## config.mk

```make
export PLATFORM = sky130hd
export DESIGN_NAME = serial_line_decimal_number_parser_flat
export DESIGN_NICKNAME = d
export VERILOG_FILES = /design/src/sv/sldnp_pkg.sv /design/src/sv/sldnp_if.sv /design/src/sv/sldnp_ctrl.sv /design/src/sv/sldnp_dpath.sv /design/src/sv/serial_line_decimal_number_parser.sv /design/src/flat_wrapper.sv
export SDC_FILE = /design/constraint.sdc
export NUM_CORES = 1
export LEC_CHECK = 0
export BUFFER_PORTS_ARGS = -buffer_cell sky130_fd_sc_hd__buf_4
export CAP_MARGIN = 30
export CORE_MARGIN = 2
export CORE_UTILIZATION = 40
export CTS_CLUSTER_SIZE = 14
export DETAILED_ROUTE_END_ITERATION = 7
export GPL_TIMING_DRIVEN = 0
export HOLD_SLACK_MARGIN = 0.1
export PLACE_DENSITY = 0.66
export SETUP_SLACK_MARGIN = 0.4
export SYNTH_ARGS = -nofsm -noshare
export SYNTH_HDL_FRONTEND = slang
export SYNTH_HIERARCHICAL = 1
export SYNTH_SLANG_ARGS = --single-unit
```

## constraint.sdc

```tcl
create_clock -name clock -period 22.5 [get_ports clock]
set_input_delay 3.375 -clock clock [delete_from_list [all_inputs] [get_ports clock]]
set_output_delay 3.375 -clock clock [all_outputs]
set_load 0.02 [all_outputs]
```

## src/sv/sldnp_pkg.sv

```systemverilog
// sldnp_pkg: shared types and constants of the serial line decimal number parser
// used by the controller, the datapath and the top level
`timescale 1ns / 1ps

package sldnp_pkg;

   typedef enum logic [3:0] {
      PH_START,
      PH_LEADZ,
      PH_INT,
      PH_DOT,
      PH_FRAC,
      PH_ESIGN,
      PH_EDIG,
      PH_DONE
   } phase_type;

   typedef enum logic [2:0] {
      ST_IDLE,
      ST_LOAD,
      ST_MUL,
      ST_DIV,
      ST_FINISH
   } state_type;

   typedef struct packed {
      logic parse;
      logic load;
      logic mul_step;
      logic div_step;
      logic finish;
   } cmd_type;

   typedef struct packed {
      logic newline;
      logic e_pos;
      logic e_neg;
      logic mul_stop;
      logic div_done;
      logic out_free;
   } status_type;

   localparam logic [7:0] CH_NEWLINE = 8'd10;
   localparam logic [7:0] CH_MINUS   = 8'h2D;
   localparam logic [7:0] CH_PLUS    = 8'h2B;
   localparam logic [7:0] CH_DOT     = 8'h2E;
   localparam logic [7:0] CH_ZERO    = 8'h30;
   localparam logic [7:0] CH_NINE    = 8'h39;
   localparam logic [7:0] CH_E_LOW   = 8'h65;
   localparam logic [7:0] CH_E_UP    = 8'h45;

   localparam int MANT_W = 57;
   localparam int ACC_W  = 80;
   localparam int CNT_W  = 9;
   localparam logic [MANT_W-1:0] MANT_CAP = 57'd10000000000000000;
   localparam logic [CNT_W-1:0]  DIV_STEPS_MAX = 9'd40;
   localparam logic [3:0] DIV_SUB_LAST = 4'd9;
   localparam logic [MANT_W-1:0] WHOLE_MUL_LIMIT = 57'h80000000;
   localparam logic [MANT_W-1:0] WHOLE_LIMIT = 57'd32768;
   localparam logic [32:0] POS_LIMIT = 33'h07FFFFFFF;
   localparam logic [32:0] NEG_LIMIT = 33'h080000000;

endpackage

```

## src/sv/sldnp_if.sv

```systemverilog
// sldnp_req_if / sldnp_rsp_if: valid-ready channels of the parser
// depends on nothing
`timescale 1ns / 1ps

interface sldnp_req_if;
   logic       valid;
   logic       ready;
   logic [7:0] rx_byte;
   modport source (output valid, output rx_byte, input ready);
   modport sink (input valid, input rx_byte, output ready);
endinterface

interface sldnp_rsp_if;
   logic               valid;
   logic               ready;
   logic signed [31:0] value;
   logic               saturated;
   modport source (output valid, output value, output saturated, input ready);
   modport sink (input valid, input value, input saturated, output ready);
endinterface

```

## src/sv/sldnp_ctrl.sv

```systemverilog
// sldnp_ctrl: controller state machine of the parser
// depends on sldnp_pkg
`timescale 1ns / 1ps

module sldnp_ctrl (
   input  logic                 clock,
   input  logic                 reset,
   input  logic                 req_valid,
   output logic                 req_ready,
   input  sldnp_pkg::status_type status,
   output sldnp_pkg::cmd_type    cmd
);

   sldnp_pkg::state_type state_ff, state_in;

   always_ff @(posedge clock) begin
      if (reset) begin
         state_ff <= sldnp_pkg::ST_IDLE;
      end else begin
         state_ff <= state_in;
      end
   end

   always_comb begin
      state_in = state_ff;
      unique case (state_ff)
         sldnp_pkg::ST_IDLE: begin
            if (req_valid && status.newline) state_in = sldnp_pkg::ST_LOAD;
         end
         sldnp_pkg::ST_LOAD: begin
            priority if (status.e_pos) state_in = sldnp_pkg::ST_MUL;
            else if (status.e_neg) state_in = sldnp_pkg::ST_DIV;
            else state_in = sldnp_pkg::ST_FINISH;
         end
         sldnp_pkg::ST_MUL: begin
            if (status.mul_stop) state_in = sldnp_pkg::ST_FINISH;
         end
         sldnp_pkg::ST_DIV: begin
            if (status.div_done) state_in = sldnp_pkg::ST_FINISH;
         end
         sldnp_pkg::ST_FINISH: begin
            if (status.out_free) state_in = sldnp_pkg::ST_IDLE;
         end
         default: state_in = sldnp_pkg::ST_IDLE;
      endcase
   end

   always_comb begin
      cmd = '0;
      req_ready = 1'b0;
      unique case (state_ff)
         sldnp_pkg::ST_IDLE: begin
            req_ready = 1'b1;
            cmd.parse = req_valid && !status.newline;
         end
         sldnp_pkg::ST_LOAD: cmd.load = 1'b1;
         sldnp_pkg::ST_MUL: cmd.mul_step = 1'b1;
         sldnp_pkg::ST_DIV: cmd.div_step = !status.div_done;
         sldnp_pkg::ST_FINISH: cmd.finish = status.out_free;
         default: cmd = '0;
      endcase
   end

endmodule

```

## src/sv/sldnp_dpath.sv

```systemverilog
// sldnp_dpath: line parser registers, scaling accumulator and result register
// depends on sldnp_pkg
`timescale 1ns / 1ps

module sldnp_dpath #(
   parameter int MAX_LINE = 32
) (
   input  logic                  clock,
   input  logic                  reset,
   input  logic [7:0]            rx_byte,
   input  sldnp_pkg::cmd_type     cmd,
   output sldnp_pkg::status_type  status,
   output logic                  rsp_valid,
   input  logic                  rsp_ready,
   output logic signed [31:0]    rsp_value,
   output logic                  rsp_saturated
);

   localparam int CC_W = (MAX_LINE > 2) ? $clog2(MAX_LINE) : 1;
   localparam logic [CC_W-1:0] CC_LAST = CC_W'(MAX_LINE - 1);

   sldnp_pkg::phase_type phase_ff, phase_in;
   logic                        neg_ff, neg_in;
   logic [sldnp_pkg::MANT_W-1:0] mant_ff, mant_in;
   logic signed [8:0]           dshift_ff, dshift_in;
   logic [7:0]                  exp_ff, exp_in;
   logic                        eneg_ff, eneg_in;
   logic [CC_W-1:0]             cc_ff;
   logic [sldnp_pkg::ACC_W-1:0]  acc_ff;
   logic [3:0]                  rem_ff;
   logic [3:0]                  sub_ff;
   logic [sldnp_pkg::CNT_W-1:0]  cnt_ff;
   logic                        sat_ff;
   logic                        out_valid_ff;
   logic signed [31:0]          out_value_ff;
   logic                        out_sat_ff;

   // next parser state for one character
   always_comb begin
      logic dig;
      logic ech;
      logic [3:0] d;
      logic take;
      logic frac;
      logic edig;
      logic [11:0] e_new;
      sldnp_pkg::phase_type ph;
      dig = (rx_byte >= sldnp_pkg::CH_ZERO) && (rx_byte <= sldnp_pkg::CH_NINE);
      ech = (rx_byte == sldnp_pkg::CH_E_LOW) || (rx_byte == sldnp_pkg::CH_E_UP);
      d = dig ? 4'(rx_byte - sldnp_pkg::CH_ZERO) : 4'd0;
      take = 1'b0;
      frac = 1'b0;
      edig = 1'b0;
      e_new = 12'd0;
      phase_in = phase_ff;
      neg_in = neg_ff;
      mant_in = mant_ff;
      dshift_in = dshift_ff;
      exp_in = exp_ff;
      eneg_in = eneg_ff;
      ph = phase_ff;
      if (phase_ff == sldnp_pkg::PH_START) begin
         ph = sldnp_pkg::PH_LEADZ;
         phase_in = sldnp_pkg::PH_LEADZ;
      end
      if (phase_ff == sldnp_pkg::PH_START && rx_byte == sldnp_pkg::CH_MINUS) begin
         neg_in = 1'b1;
      end else begin
         unique case (ph)
            sldnp_pkg::PH_LEADZ: begin
               priority if (rx_byte == sldnp_pkg::CH_ZERO) phase_in = sldnp_pkg::PH_LEADZ;
               else if (dig) begin
                  take = 1'b1;
                  phase_in = sldnp_pkg::PH_INT;
               end else if (rx_byte == sldnp_pkg::CH_DOT) phase_in = sldnp_pkg::PH_DOT;
               else if (ech) phase_in = sldnp_pkg::PH_ESIGN;
               else phase_in = sldnp_pkg::PH_DONE;
            end
            sldnp_pkg::PH_INT: begin
               priority if (dig) take = 1'b1;
               else if (rx_byte == sldnp_pkg::CH_DOT) phase_in = sldnp_pkg::PH_DOT;
               else if (ech) phase_in = sldnp_pkg::PH_ESIGN;
               else phase_in = sldnp_pkg::PH_DONE;
            end
            sldnp_pkg::PH_DOT: begin
               if (dig) begin
                  take = 1'b1;
                  frac = 1'b1;
                  phase_in = sldnp_pkg::PH_FRAC;
               end else begin
                  phase_in = sldnp_pkg::PH_DONE;
               end
            end
            sldnp_pkg::PH_FRAC: begin
               priority if (dig) begin
                  take = 1'b1;
                  frac = 1'b1;
               end else if (ech) phase_in = sldnp_pkg::PH_ESIGN;
               else phase_in = sldnp_pkg::PH_DONE;
            end
            sldnp_pkg::PH_ESIGN: begin
               priority if (rx_byte == sldnp_pkg::CH_PLUS) phase_in = sldnp_pkg::PH_EDIG;
               else if (rx_byte == sldnp_pkg::CH_MINUS) begin
                  eneg_in = 1'b1;
                  phase_in = sldnp_pkg::PH_EDIG;
               end else if (dig) begin
                  edig = 1'b1;
                  phase_in = sldnp_pkg::PH_EDIG;
               end else phase_in = sldnp_pkg::PH_DONE;
            end
            sldnp_pkg::PH_EDIG: begin
               if (dig) edig = 1'b1;
               else phase_in = sldnp_pkg::PH_DONE;
            end
            default: phase_in = phase_ff;
         endcase
      end
      if (take) begin
         if (mant_ff < sldnp_pkg::MANT_CAP) begin
            mant_in = (mant_ff << 3) + (mant_ff << 1) + sldnp_pkg::MANT_W'(d);
            if (frac && dshift_ff != -9'sd256) dshift_in = dshift_ff - 9'sd1;
         end else if (!frac && dshift_ff != 9'sd255) begin
            dshift_in = dshift_ff + 9'sd1;
         end
      end
      if (edig) begin
         e_new = ({4'd0, exp_ff} << 3) + ({4'd0, exp_ff} << 1) + {8'd0, d};
         exp_in = (e_new > 12'd255) ? 8'd255 : e_new[7:0];
      end
   end

   // total power of ten
   logic signed [10:0] e_total;
   logic [10:0]        e_abs;
   assign e_total = eneg_ff ? (11'(dshift_ff) - 11'(signed'({1'b0, exp_ff})))
                            : (11'(dshift_ff) + 11'(signed'({1'b0, exp_ff})));
   assign e_abs = e_total[10] ? 11'(-e_total) : 11'(e_total);

   logic [sldnp_pkg::MANT_W-1:0] whole;
   assign whole = acc_ff[72:16];

   // eight restoring steps of a divide by ten
   logic [sldnp_pkg::ACC_W-1:0] div_acc;
   logic [3:0]                 div_rem;
   always_comb begin
      logic [4:0] r;
      logic [3:0] rr;
      logic [7:0] q;
      rr = (sub_ff == 4'd0) ? 4'd0 : rem_ff;
      q = 8'd0;
      for (int k = 0; k < 8; k++) begin
         r = {rr, acc_ff[sldnp_pkg::ACC_W-1-k]};
         if (r >= 5'd10) begin
            q[7-k] = 1'b1;
            r = r - 5'd10;
         end
         rr = r[3:0];
      end
      div_rem = rr;
      div_acc = {acc_ff[sldnp_pkg::ACC_W-9:0], q};
   end

   // final clamp and sign
   logic                fin_sat;
   logic [32:0]         fin_mag;
   always_comb begin
      fin_sat = sat_ff || (whole > sldnp_pkg::WHOLE_LIMIT);
      fin_mag = acc_ff[32:0];
      if (fin_sat) begin
         fin_mag = neg_ff ? sldnp_pkg::NEG_LIMIT : sldnp_pkg::POS_LIMIT;
      end else if (!neg_ff && fin_mag > sldnp_pkg::POS_LIMIT) begin
         fin_mag = sldnp_pkg::POS_LIMIT;
         fin_sat = 1'b1;
      end else if (neg_ff && fin_mag > sldnp_pkg::NEG_LIMIT) begin
         fin_mag = sldnp_pkg::NEG_LIMIT;
         fin_sat = 1'b1;
      end
   end

   logic clear_line;
   assign clear_line = cmd.finish || (cmd.parse && cc_ff == CC_LAST);

   always_ff @(posedge clock) begin
      if (reset || clear_line) begin
         phase_ff <= sldnp_pkg::PH_START;
         neg_ff <= 1'b0;
         mant_ff <= '0;
         dshift_ff <= '0;
         exp_ff <= '0;
         eneg_ff <= 1'b0;
         cc_ff <= '0;
      end else if (cmd.parse) begin
         phase_ff <= phase_in;
         neg_ff <= neg_in;
         mant_ff <= mant_in;
         dshift_ff <= dshift_in;
         exp_ff <= exp_in;
         eneg_ff <= eneg_in;
         cc_ff <= cc_ff + CC_W'(1);
      end
   end

   always_ff @(posedge clock) begin
      if (cmd.load) begin
         acc_ff <= {7'd0, mant_ff, 16'd0};
         sat_ff <= 1'b0;
         sub_ff <= 4'd0;
         if (e_total[10]) begin
            cnt_ff <= (e_abs > 11'(sldnp_pkg::DIV_STEPS_MAX)) ? sldnp_pkg::DIV_STEPS_MAX
                                                             : e_abs[8:0];
         end else begin
            cnt_ff <= e_abs[8:0];
         end
      end else if (cmd.mul_step) begin
         if (cnt_ff != '0 && whole != '0) begin
            if (whole > sldnp_pkg::WHOLE_MUL_LIMIT) begin
               sat_ff <= 1'b1;
            end else begin
               acc_ff <= (acc_ff << 3) + (acc_ff << 1);
               cnt_ff <= cnt_ff - 9'd1;
            end
         end
      end else if (cmd.div_step) begin
         acc_ff <= div_acc;
         rem_ff <= div_rem;
         if (sub_ff == sldnp_pkg::DIV_SUB_LAST) begin
            sub_ff <= 4'd0;
            cnt_ff <= cnt_ff - 9'd1;
         end else begin
            sub_ff <= sub_ff + 4'd1;
         end
      end
   end

   always_ff @(posedge clock) begin
      if (reset) begin
         out_valid_ff <= 1'b0;
      end else if (cmd.finish) begin
         out_valid_ff <= 1'b1;
      end else if (rsp_ready) begin
         out_valid_ff <= 1'b0;
      end
   end

   always_ff @(posedge clock) begin
      if (cmd.finish) begin
         out_value_ff <= neg_ff ? 32'(-fin_mag) : fin_mag[31:0];
         out_sat_ff <= fin_sat;
      end
   end

   assign status.newline = (rx_byte == sldnp_pkg::CH_NEWLINE);
   assign status.e_pos = !e_total[10] && (e_total != 11'sd0);
   assign status.e_neg = e_total[10];
   assign status.mul_stop = (cnt_ff == '0) || (whole == '0)
                            || (whole > sldnp_pkg::WHOLE_MUL_LIMIT);
   assign status.div_done = (cnt_ff == '0);
   assign status.out_free = !out_valid_ff || rsp_ready;

   assign rsp_valid = out_valid_ff;
   assign rsp_value = out_value_ff;
   assign rsp_saturated = out_sat_ff;

endmodule

```

## src/sv/serial_line_decimal_number_parser.sv

```systemverilog
// serial_line_decimal_number_parser: top level, parses newline-ended lines to Q16.16
// depends on sldnp_pkg, sldnp_if, sldnp_ctrl, sldnp_dpath
//
// req_if carries one received byte per beat; rsp_if carries value and saturated
// once per newline. A beat is taken when valid and ready are both high.
// Ordinary bytes are parsed as they are taken and give no result.
// A newline starts a conversion: a load step, then multiply-by-ten steps
// (positive exponent) or up to 40 divide-by-ten steps (negative exponent),
// or neither (zero exponent), then a write into the result register. The
// worst case is set by the divide unit, which retires eight quotient bits a cycle.
// req_ready is low during a conversion and high otherwise.
// The result register holds a finished beat while the next line is parsed; the
// conversion of a following newline waits in FINISH until rsp_if is taken.
// Synchronous reset clears the parser, the controller and rsp valid.
//
`timescale 1ns / 1ps

module serial_line_decimal_number_parser #(
   parameter int MAX_LINE = 32
) (
   input  logic          clock,
   input  logic          reset,
   sldnp_req_if.sink     req_if,
   sldnp_rsp_if.source   rsp_if
);

   sldnp_pkg::cmd_type    cmd;
   sldnp_pkg::status_type status;

   sldnp_ctrl u_ctrl (
      .clock     (clock),
      .reset     (reset),
      .req_valid (req_if.valid),
      .req_ready (req_if.ready),
      .status    (status),
      .cmd       (cmd)
   );

   sldnp_dpath #(
      .MAX_LINE (MAX_LINE)
   ) u_dpath (
      .clock         (clock),
      .reset         (reset),
      .rx_byte       (req_if.rx_byte),
      .cmd           (cmd),
      .status        (status),
      .rsp_valid     (rsp_if.valid),
      .rsp_ready     (rsp_if.ready),
      .rsp_value     (rsp_if.value),
      .rsp_saturated (rsp_if.saturated)
   );

endmodule
```

## src/flat_wrapper.sv

```systemverilog
// flat-port wrapper written by rule: the top's interface ports become plain ports
module serial_line_decimal_number_parser_flat 
#(
   parameter int MAX_LINE = 32
)
  (clock, reset, req_if_valid, req_if_rx_byte, req_if_ready, rsp_if_valid, rsp_if_value, rsp_if_saturated, rsp_if_ready);
  sldnp_req_if req_if_i ();
  sldnp_rsp_if rsp_if_i ();
  input  logic clock;
  input  logic reset;
  input wire logic [$bits(req_if_i.valid)-1:0] req_if_valid;
  input wire logic [$bits(req_if_i.rx_byte)-1:0] req_if_rx_byte;
  output wire logic [$bits(req_if_i.ready)-1:0] req_if_ready;
  output wire logic [$bits(rsp_if_i.valid)-1:0] rsp_if_valid;
  output wire logic [$bits(rsp_if_i.value)-1:0] rsp_if_value;
  output wire logic [$bits(rsp_if_i.saturated)-1:0] rsp_if_saturated;
  input wire logic [$bits(rsp_if_i.ready)-1:0] rsp_if_ready;
  assign req_if_i.valid = req_if_valid;
  assign req_if_i.rx_byte = req_if_rx_byte;
  assign req_if_ready = req_if_i.ready;
  assign rsp_if_valid = rsp_if_i.valid;
  assign rsp_if_value = rsp_if_i.value;
  assign rsp_if_saturated = rsp_if_i.saturated;
  assign rsp_if_i.ready = rsp_if_ready;
  serial_line_decimal_number_parser #(.MAX_LINE(MAX_LINE)) u_core (.clock(clock), .reset(reset), .req_if(req_if_i), .rsp_if(rsp_if_i));
endmodule
```

==> results of run 1 <==
==> cell families (layout without fill, tap and decap cells) <==
logic type / after synthesis / count (layout) / synth area share
muxes: 67 / 67 / 0.0335
adders and majority gates: 236 / 236 / 0.145
xor gates and xnor gates: 159 / 159 / 0.0670
DFF: 220 / 220 / 0.262
other: 0 / 1 / 0
and+or+nand+nor: 807 / 807 / 0.188
AOI/OAI and AO/OA: 885 / 885 / 0.270
buffers and inverters: 196 / 293 / 0.0356
==> report_power, final <==
part | internal (W) | leakage [nW] | switching, W
Sequential | 0.000427 | 1.84 | 0.0000127
Combinational | 0.000113 | 7.24 | 0.000153
Clock | 0.000239 | 0.389 | 0.000169
==> synthesized netlist by cell type, types with 10 or more instances <==
library cell  instances
a211o_1              11
a211oi_1             50
a21o_1              126
a21oi_1             318
a31oi_1              22
and2_1               14
and3_1               31
buf_1                11
clkbuf_1             92
dfxtp_1             117
edfxtp_1            103
ha_1                229
inv_1                88
mux2i_1              61
nand2_1             269
nand2b_1             26
nand3_1              52
nand4_1              32
nor2_1              191
nor2b_1              38
nor3_1               52
nor3b_1              20
nor4_1               20
o211ai_1             10
o21a_1               19
o21ai_0             172
o21bai_1             28
o22ai_1              15
o31ai_1              17
or3_1                15
xnor2_1             102
xor2_1               57
==> final cells by class <==
cell class | count | share of cell area
well taps | 680 | 0.0372
multi-input cells | 2154 | 0.640
clock buffers | 36 | 0.0306
plain buffers | 107 | 0.0178
clock inverters | 9 | 0.00455
repair buffers | 52 | 0.0175
flip-flops and latches | 220 | 0.238
diodes | 1 | 0.000110
inverters | 89 | 0.0146
==> worst max path at each step <==
stage / slack (ns) / from / endpoint
after detailed placement: 13.23 / req_if_rx_byte[7] / u_core/u_dpath/mant_ff[56]
after CTS: 13.40 / u_core/u_dpath/sub_ff[0] / u_core/u_dpath/rem_ff[2]
after global routing: 12.72 / u_core/u_dpath/sub_ff[0] / u_core/u_dpath/rem_ff[2]
after floorplan: 13.74 / rsp_if_ready / u_core/u_dpath/mant_ff[54]
final: 13.35 / u_core/u_dpath/sub_ff[0] / u_core/u_dpath/rem_ff[2]
after global placement: 10.15 / rsp_if_ready / u_core/u_dpath/mant_ff[54]
==> sequential cells by signal, indices dropped and copies added (netlist names) <==
| name | cells |
|---|---|
| u_core/u_dpath/exp_ff | 8 |
| u_core/u_dpath/neg_ff | 1 |
| u_core/u_dpath/eneg_ff | 1 |
| u_core/u_dpath/rsp_saturated | 1 |
| u_core/u_dpath/phase_ff | 4 |
| u_core/u_dpath/cnt_ff | 9 |
| u_core/u_dpath/mant_ff | 57 |
| u_core/u_dpath/sub_ff | 4 |
| u_core/u_dpath/cc_ff | 5 |
| u_core/u_dpath/acc_ff | 80 |
| u_core/u_dpath/dshift_ff | 9 |
| u_core/u_dpath/rsp_value | 32 |
| u_core/u_dpath/rem_ff | 4 |
| u_core/u_dpath/sat_ff | 1 |
| u_core/u_ctrl/state_ff | 3 |
| u_core/u_dpath/rsp_valid | 1 |
==> worst max-delay path, delay by kind of cell (launching register included) <==
kind	cells	cell delay, ns
AOI/OAI and AO/OA	14	3.33
DFF	1	0.37
and+or+nand+nor	13	2.38
xor gates and xnor gates	1	0.14
adders and majority gates	8	2.11
muxes	1	0.25
buffers and inverters	3	0.40
==> cell usage in the layout (no fill, tap or decap), types with 17 or more instances in the layout <==
master	n
a21o_1	126
o31ai_1	17
clkbuf_16	26
a31oi_1	22
nor2b_1	38
nor3b_1	20
o21a_1	19
inv_1	87
and3_1	31
nand4_1	32
o21ai_0	172
nor4_1	20
o21bai_1	28
xnor2_1	102
buf_4	50
a21oi_1	318
clkbuf_1	101
nor2_1	191
ha_1	229
nand2_1	269
nand3_1	52
dfxtp_1	117
nor3_1	52
mux2i_1	61
nand2b_1	26
a211oi_1	50
edfxtp_1	103
xor2_1	57
==> stage by stage <==
| step | setup slack, ns | cells | power, W |
|---|---|---|---|
| 2_1_floorplan | 13.74 | 2570 | 0.000657 |
| 4_1_cts | 13.40 | 3347 | 0.00112 |
| 3_5_place_dp | 13.23 | 3302 | 0.000710 |
| 5_1_grt | 12.72 | 3347 | 0.00116 |
| 6_report | 13.35 | 3348 | 0.00111 |
| 3_3_place_gp | 10.15 | 3296 | 0.000703 |
==> routing by layer <==
layer,vias to the layer above,track usage
met1,9349,0.295
met4,0,0.0677
met3,101,0.0249
li1,9693,-
met2,565,0.379
met5,-,0
==> metrics.yaml, run 1 <==
p_leak_nw: 9.47
wl_per_cell_um: 18.4
grt_pass1_wl_um: 98600
globalplace.congestion: 0.931
critPathMaxFanout: 10
hold_viol_final: 0
design_area_mm2: 0.0228
synth_seq_cells: 220
power_density_mw_per_mm2: 48.8
drt-initial-drc-count: 1667
dieHeight_um: 232
crit_type: "reg -> reg"
met2_wirelength_um: 28700
relSlewSlack: 0.331
syn_area_per_cell_um2: 8.09
final.setup_skew_ns: 0.0219
worstPathArrival_ns: 9.53
worstHoldPathType: "reg -> reg"
die_width_um: 232
antenna_found_initial: 1
route.met3.wl_um: 3410
cts_tree: "yes"
finalCriticalPeriod_ns: 9.15
synth_top_area_share: 0.149
ys_warn_count: 6
worst_pin_slew_ns: 1.00
async_reset_ff_frac: 0
r2r-start: "u_core/u_dpath/sub_ff[0]"
setup_violations: 0
grt_pass1_vias: 18776
syn-instance-count: 2570
viasPerCell: 5.89
syn-cell-area_mm2: 0.0208
initial_core_util: 0.405
h-tree-depth: 1
r2r_slack_ns: 13.35
grt_max_degree: 44
highest_layer: "met4"
area_growth_pct: 9.92
cts_buffers: 25
final.setup.tns_ns: 0
ctsRootBufferMaster: "clkbuf_16"
multi_input_area_mm2: 0.0146
syn-num-nets: 2818
final-seq-area_mm2: 0.00544
ir_drop_mv: 0.0491
cts_resized: 0
fillers: 5082
finalCritPeriodShare: 0.406
core_mm2: 0.0513
drv_slew: 0
hold_buffers: 0
r2r_end: "u_core/u_dpath/rem_ff[2]"
ios: 47
hold-worst-slack_ns: 0.504
max_stage_delay_ns: 0.55
drt_first_pass_iters: 5
rsz0062_at_grt: "false"
fin_util: 0.445
drive_gt1_frac: 0.0536
hp-start: "u_core/u_dpath/cc_ff[4]"
cp_slowest_cell: "or4_1"
synthFlopType: "dfxtp_1"
ys_top_cells_by_area: "edfxtp_1 (15%), ha_1 (14%), dfxtp_1 (11%)"
fmax_mhz: 109
reg2reg_depth: 40
critPathRequiredTime_ns: 22.89
std_cell_rows: 83
cts_sinks: 220
clock_latency_ns: 0.56
cts.reportedPaths.clkPinSlew_ns: 0.06
grt_use_total: 0.223
holdPathStages: 2
yosysTopAreaCell: "edfxtp_1"
overflow: 0
port_buffers: 46
post_dp_cell_area_mm2: 0.0220
vias: 19708
die_area_mm2: 0.0538
fin_nets: 2897
end_kind: "flop"
wirelength_met1_um: 27800
ys_types: 97
clock_path_buffers: 3
run_status: "finished, final reports clean"
cp_common_cell: "ha_1"
routed_wl_um: 61500
synth_edf_count: 103
critPathLaunchType: "flop"
holdPathEnd: "u_core/u_dpath/cc_ff[4]"
hpwl_um: 47700
drc: 0
antenna_left: 0
drv_cap: 0
cts_setup_buffers: 0
seq_area_frac_synth: 0.262
No activity file was read; power rests on OpenSTA's default activity.
==> run 2: changes to the inputs <==
--- a/config.mk
+++ b/config.mk
@@ -13,7 +13,7 @@
 export DETAILED_ROUTE_END_ITERATION = 7
 export GPL_TIMING_DRIVEN = 0
 export HOLD_SLACK_MARGIN = 0.1
-export PLACE_DENSITY = 0.66
+export PLACE_DENSITY = 0.68
 export SETUP_SLACK_MARGIN = 0.4
 export SYNTH_ARGS = -nofsm -noshare
 export SYNTH_HDL_FRONTEND = slang
==> constraint.sdc (replaced) <==
create_clock -name clock -period 7.6 [get_ports clock]
set_input_delay 1.14 -clock clock [delete_from_list [all_inputs] [get_ports clock]]
set_output_delay 1.14 -clock clock [all_outputs]
set_load 0.02 [all_outputs]
==> run 2 against run 1 <==
Effect of this change:
- sequential power grew to 3.0 times the previous value
- hold slack gained 0.0020 ns
- largest power group unchanged
- die area unchanged
- core utilization up 1.0 points
- via count is 1.0% higher
- first-iteration DRC count fell by 13%
- global-route usage grew 0.12 points
- critical endpoint unchanged
- register-to-register slack worse by 13 ns
- critical path depth down 2
==> metrics.yaml, run 2 (same netlist as run 1, synthesis figures left out) <==
internal-power_w: 0.00253  # +220%
seq_power_share: 0.360  # -0.035
wl_per_cell_um: 18.3  # about the same
ios: 47  # unchanged
r2r_end: "u_core/u_dpath/rem_ff[2]"
final_cells: 3380  # +0.96%
clock_path_buffers: 3  # unchanged
cp_common_cell: "ha_4"
grt_pass1_vias: 19141  # +1.9%
antenna_left: 0  # unchanged
antenna_found_initial: 0  # -1
reg2reg_depth: 38  # -5.0%
h-tree-depth: 1  # unchanged
finalPower_w: 0.00362  # +230%
viasPerCell: 5.89  # about the same
initial_core_util: 0.405  # unchanged
clkPwrFrac: 0.336  # -0.030
run_status: "finished, final reports clean"
relSlewSlack: 0.338  # +0.00707
drc: 0  # unchanged
drv_cap: 0  # unchanged
power_density_mw_per_mm2: 155  # +220%
end_kind: "flop"
hpwl_um: 47600  # -0.34%
fmax_mhz: 134  # +23%
max_stage_delay_ns: 0.54  # about the same
dp.cells: 3302  # unchanged
grt_use_total: 0.224  # +0.00125
clock_latency_ns: 0.54  # -0.02 ns
cts_sinks: 220  # unchanged
die_width_um: 232  # unchanged
cts_buffers: 24  # -4.0%
cts_tree: "yes"
r2r_slack_ns: 0.14  # -13.21 ns
hold_buffers: 0  # unchanged
worstPathArrival_ns: 7.74  # -1.79 ns
r2r-start: "u_core/u_dpath/sub_ff[0]"
critPathCapture: "u_core/u_dpath/rem_ff[2]"
core_mm2: 0.0513  # unchanged
power_frac_comb: 0.305  # +0.066
registers.top_by_ff_count: "u_core/u_dpath/acc_ff"
drive_gt1_frac: 0.0781  # +0.0245
mostFrequentLayoutCells: "a21oi_1 (317), nand2_1 (266), ha_1 (221)"
p_leak_nw: 9.69  # +2.3%
globalplace.congestion: 0.948  # +1.9%
mostFrequentLayoutCell: "a21oi_1"
routed_wl_um: 62000  # +0.87%
ctsRootBufferMaster: "clkbuf_16"
drt_first_pass_iters: 6  # +1
dieHeight_um: 232  # unchanged
diodes: 0  # -1
crit_type: "reg -> reg"
finalCriticalPeriod_ns: 7.46  # -1.69 ns
setup_violations: 0  # unchanged
rsz0062_at_grt: "true"
worst_pin_slew_ns: 0.988  # -0.0166 ns
fillers: 4982  # -2.0%
port_buffers: 46  # unchanged
area_growth_pct: 12.4
final.setup_skew_ns: 0.0125  # -0.00942 ns
critPathRequiredTime_ns: 7.88  # -15.01 ns
worstHoldPathType: "reg -> reg"
grt_max_degree: 39  # -11%
fin_nets: 2930  # +1.1%
cts.reportedPaths.clkPinSlew_ns: 0.06  # about the same
std_cell_rows: 83  # unchanged
critPathLaunchType: "flop"
vias: 19912  # +1.0%
die_area_mm2: 0.0538  # unchanged
hold_viol_final: 0  # unchanged
overflow: 0  # unchanged
finalCritPeriodShare: 0.981  # +0.574
setup.worst_path.start: "u_core/u_dpath/sub_ff[0]"
ir_drop_mv: 0.135  # +170%
cp_slowest_cell: "or4_4"
critPathMaxFanout: 7  # -3
p_sw_frac: 0.302  # +0.000971
power.switching_w: 0.00109  # +230%
fin_util: 0.455  # +0.0101
grt_pass1_wl_um: 99200  # +0.59%
largest_reg_flops: 80  # unchanged
drv_slew: 0  # unchanged
drt-initial-drc-count: 1442  # -13%
run 2: worst min-delay path by stage:
stage	from	endpoint	cells after the start
after CTS	u_core/u_dpath/mant_ff[12]	u_core/u_dpath/mant_ff[12]	2
final	u_core/u_dpath/mant_ff[10]	u_core/u_dpath/mant_ff[10]	2
after floorplan	u_core/u_dpath/sat_ff	u_core/u_dpath/sat_ff	2
after global placement	u_core/u_dpath/cc_ff[4]	u_core/u_dpath/cc_ff[4]	2
after global routing	u_core/u_dpath/mant_ff[15]	u_core/u_dpath/mant_ff[15]	2
after detailed placement	u_core/u_dpath/mant_ff[12]	u_core/u_dpath/mant_ff[12]	2
run 2: power groups by stage:
stage | combinational [W] | clock, W | sequential [W]
after floorplan | 0.000701 | 0 | 0.00131
after CTS | 0.00100 | 0.00124 | 0.00130
after detailed placement | 0.000848 | 0 | 0.00133
final | 0.00110 | 0.00122 | 0.00130
after global routing | 0.00119 | 0.00128 | 0.00130
after global placement | 0.000825 | 0 | 0.00133
run 2: routing by layer:
layer  track usage  part of all wire
met1         0.298              0.45
met2         0.381              0.47
met3        0.0195             0.054
met4        0.0759             0.029
met5             0                 0
run 2: what timing repair did:
| item | 4_1_cts | 5_1_grt |
|---|---|---|
| setup buffers | 26 | 8 |
| endpoints found under the hold margin | 0 | 0 |
| setup endpoints to repair | 5 | 4 |
| gates resized for setup | 12 | 12 |
| pin swaps | 23 | 23 |
| gates cloned | 0 | 0 |
run 2: per-stage QoR:
step	hold WS, ns	setup WS (ns)	cell area, um^2	setup TNS [ns]
4_1_cts	0.503	0.356	23200	0
5_1_grt	0.531	-0.133	23400	-0.287
6_report	0.506	0.145	23400	0
3_3_place_gp	0.483	-2.42	22100	-120.90
3_5_place_dp	0.493	-0.611	22200	-1.93
2_1_floorplan	0.437	0.181	20900	0
run 2: critical path: cells and delay by family (launching register included):
kind | cells | cell delay [ns]
AO/OA/AOI/OAI | 14 | 2.79
AND/OR/NAND/NOR | 12 | 2.08
adder cells (fa/ha/maj) | 7 | 1.33
buffers and inverters | 3 | 0.36
flip-flops | 1 | 0.34
XOR/XNOR | 1 | 0.15
multiplexers | 1 | 0.13
run 2: area by class of cell:
class,count,area (um^2),area share
Buffer,107,417,0.0178
Clock buffer,28,657,0.0281
Clock inverter,16,150,0.00643
Inverter,89,337,0.0144
Multi-Input combinational cell,2154,14800,0.635
Sequential cell,220,5440,0.233
Tap cell,680,851,0.0364
Timing Repair Buffer,86,663,0.0284
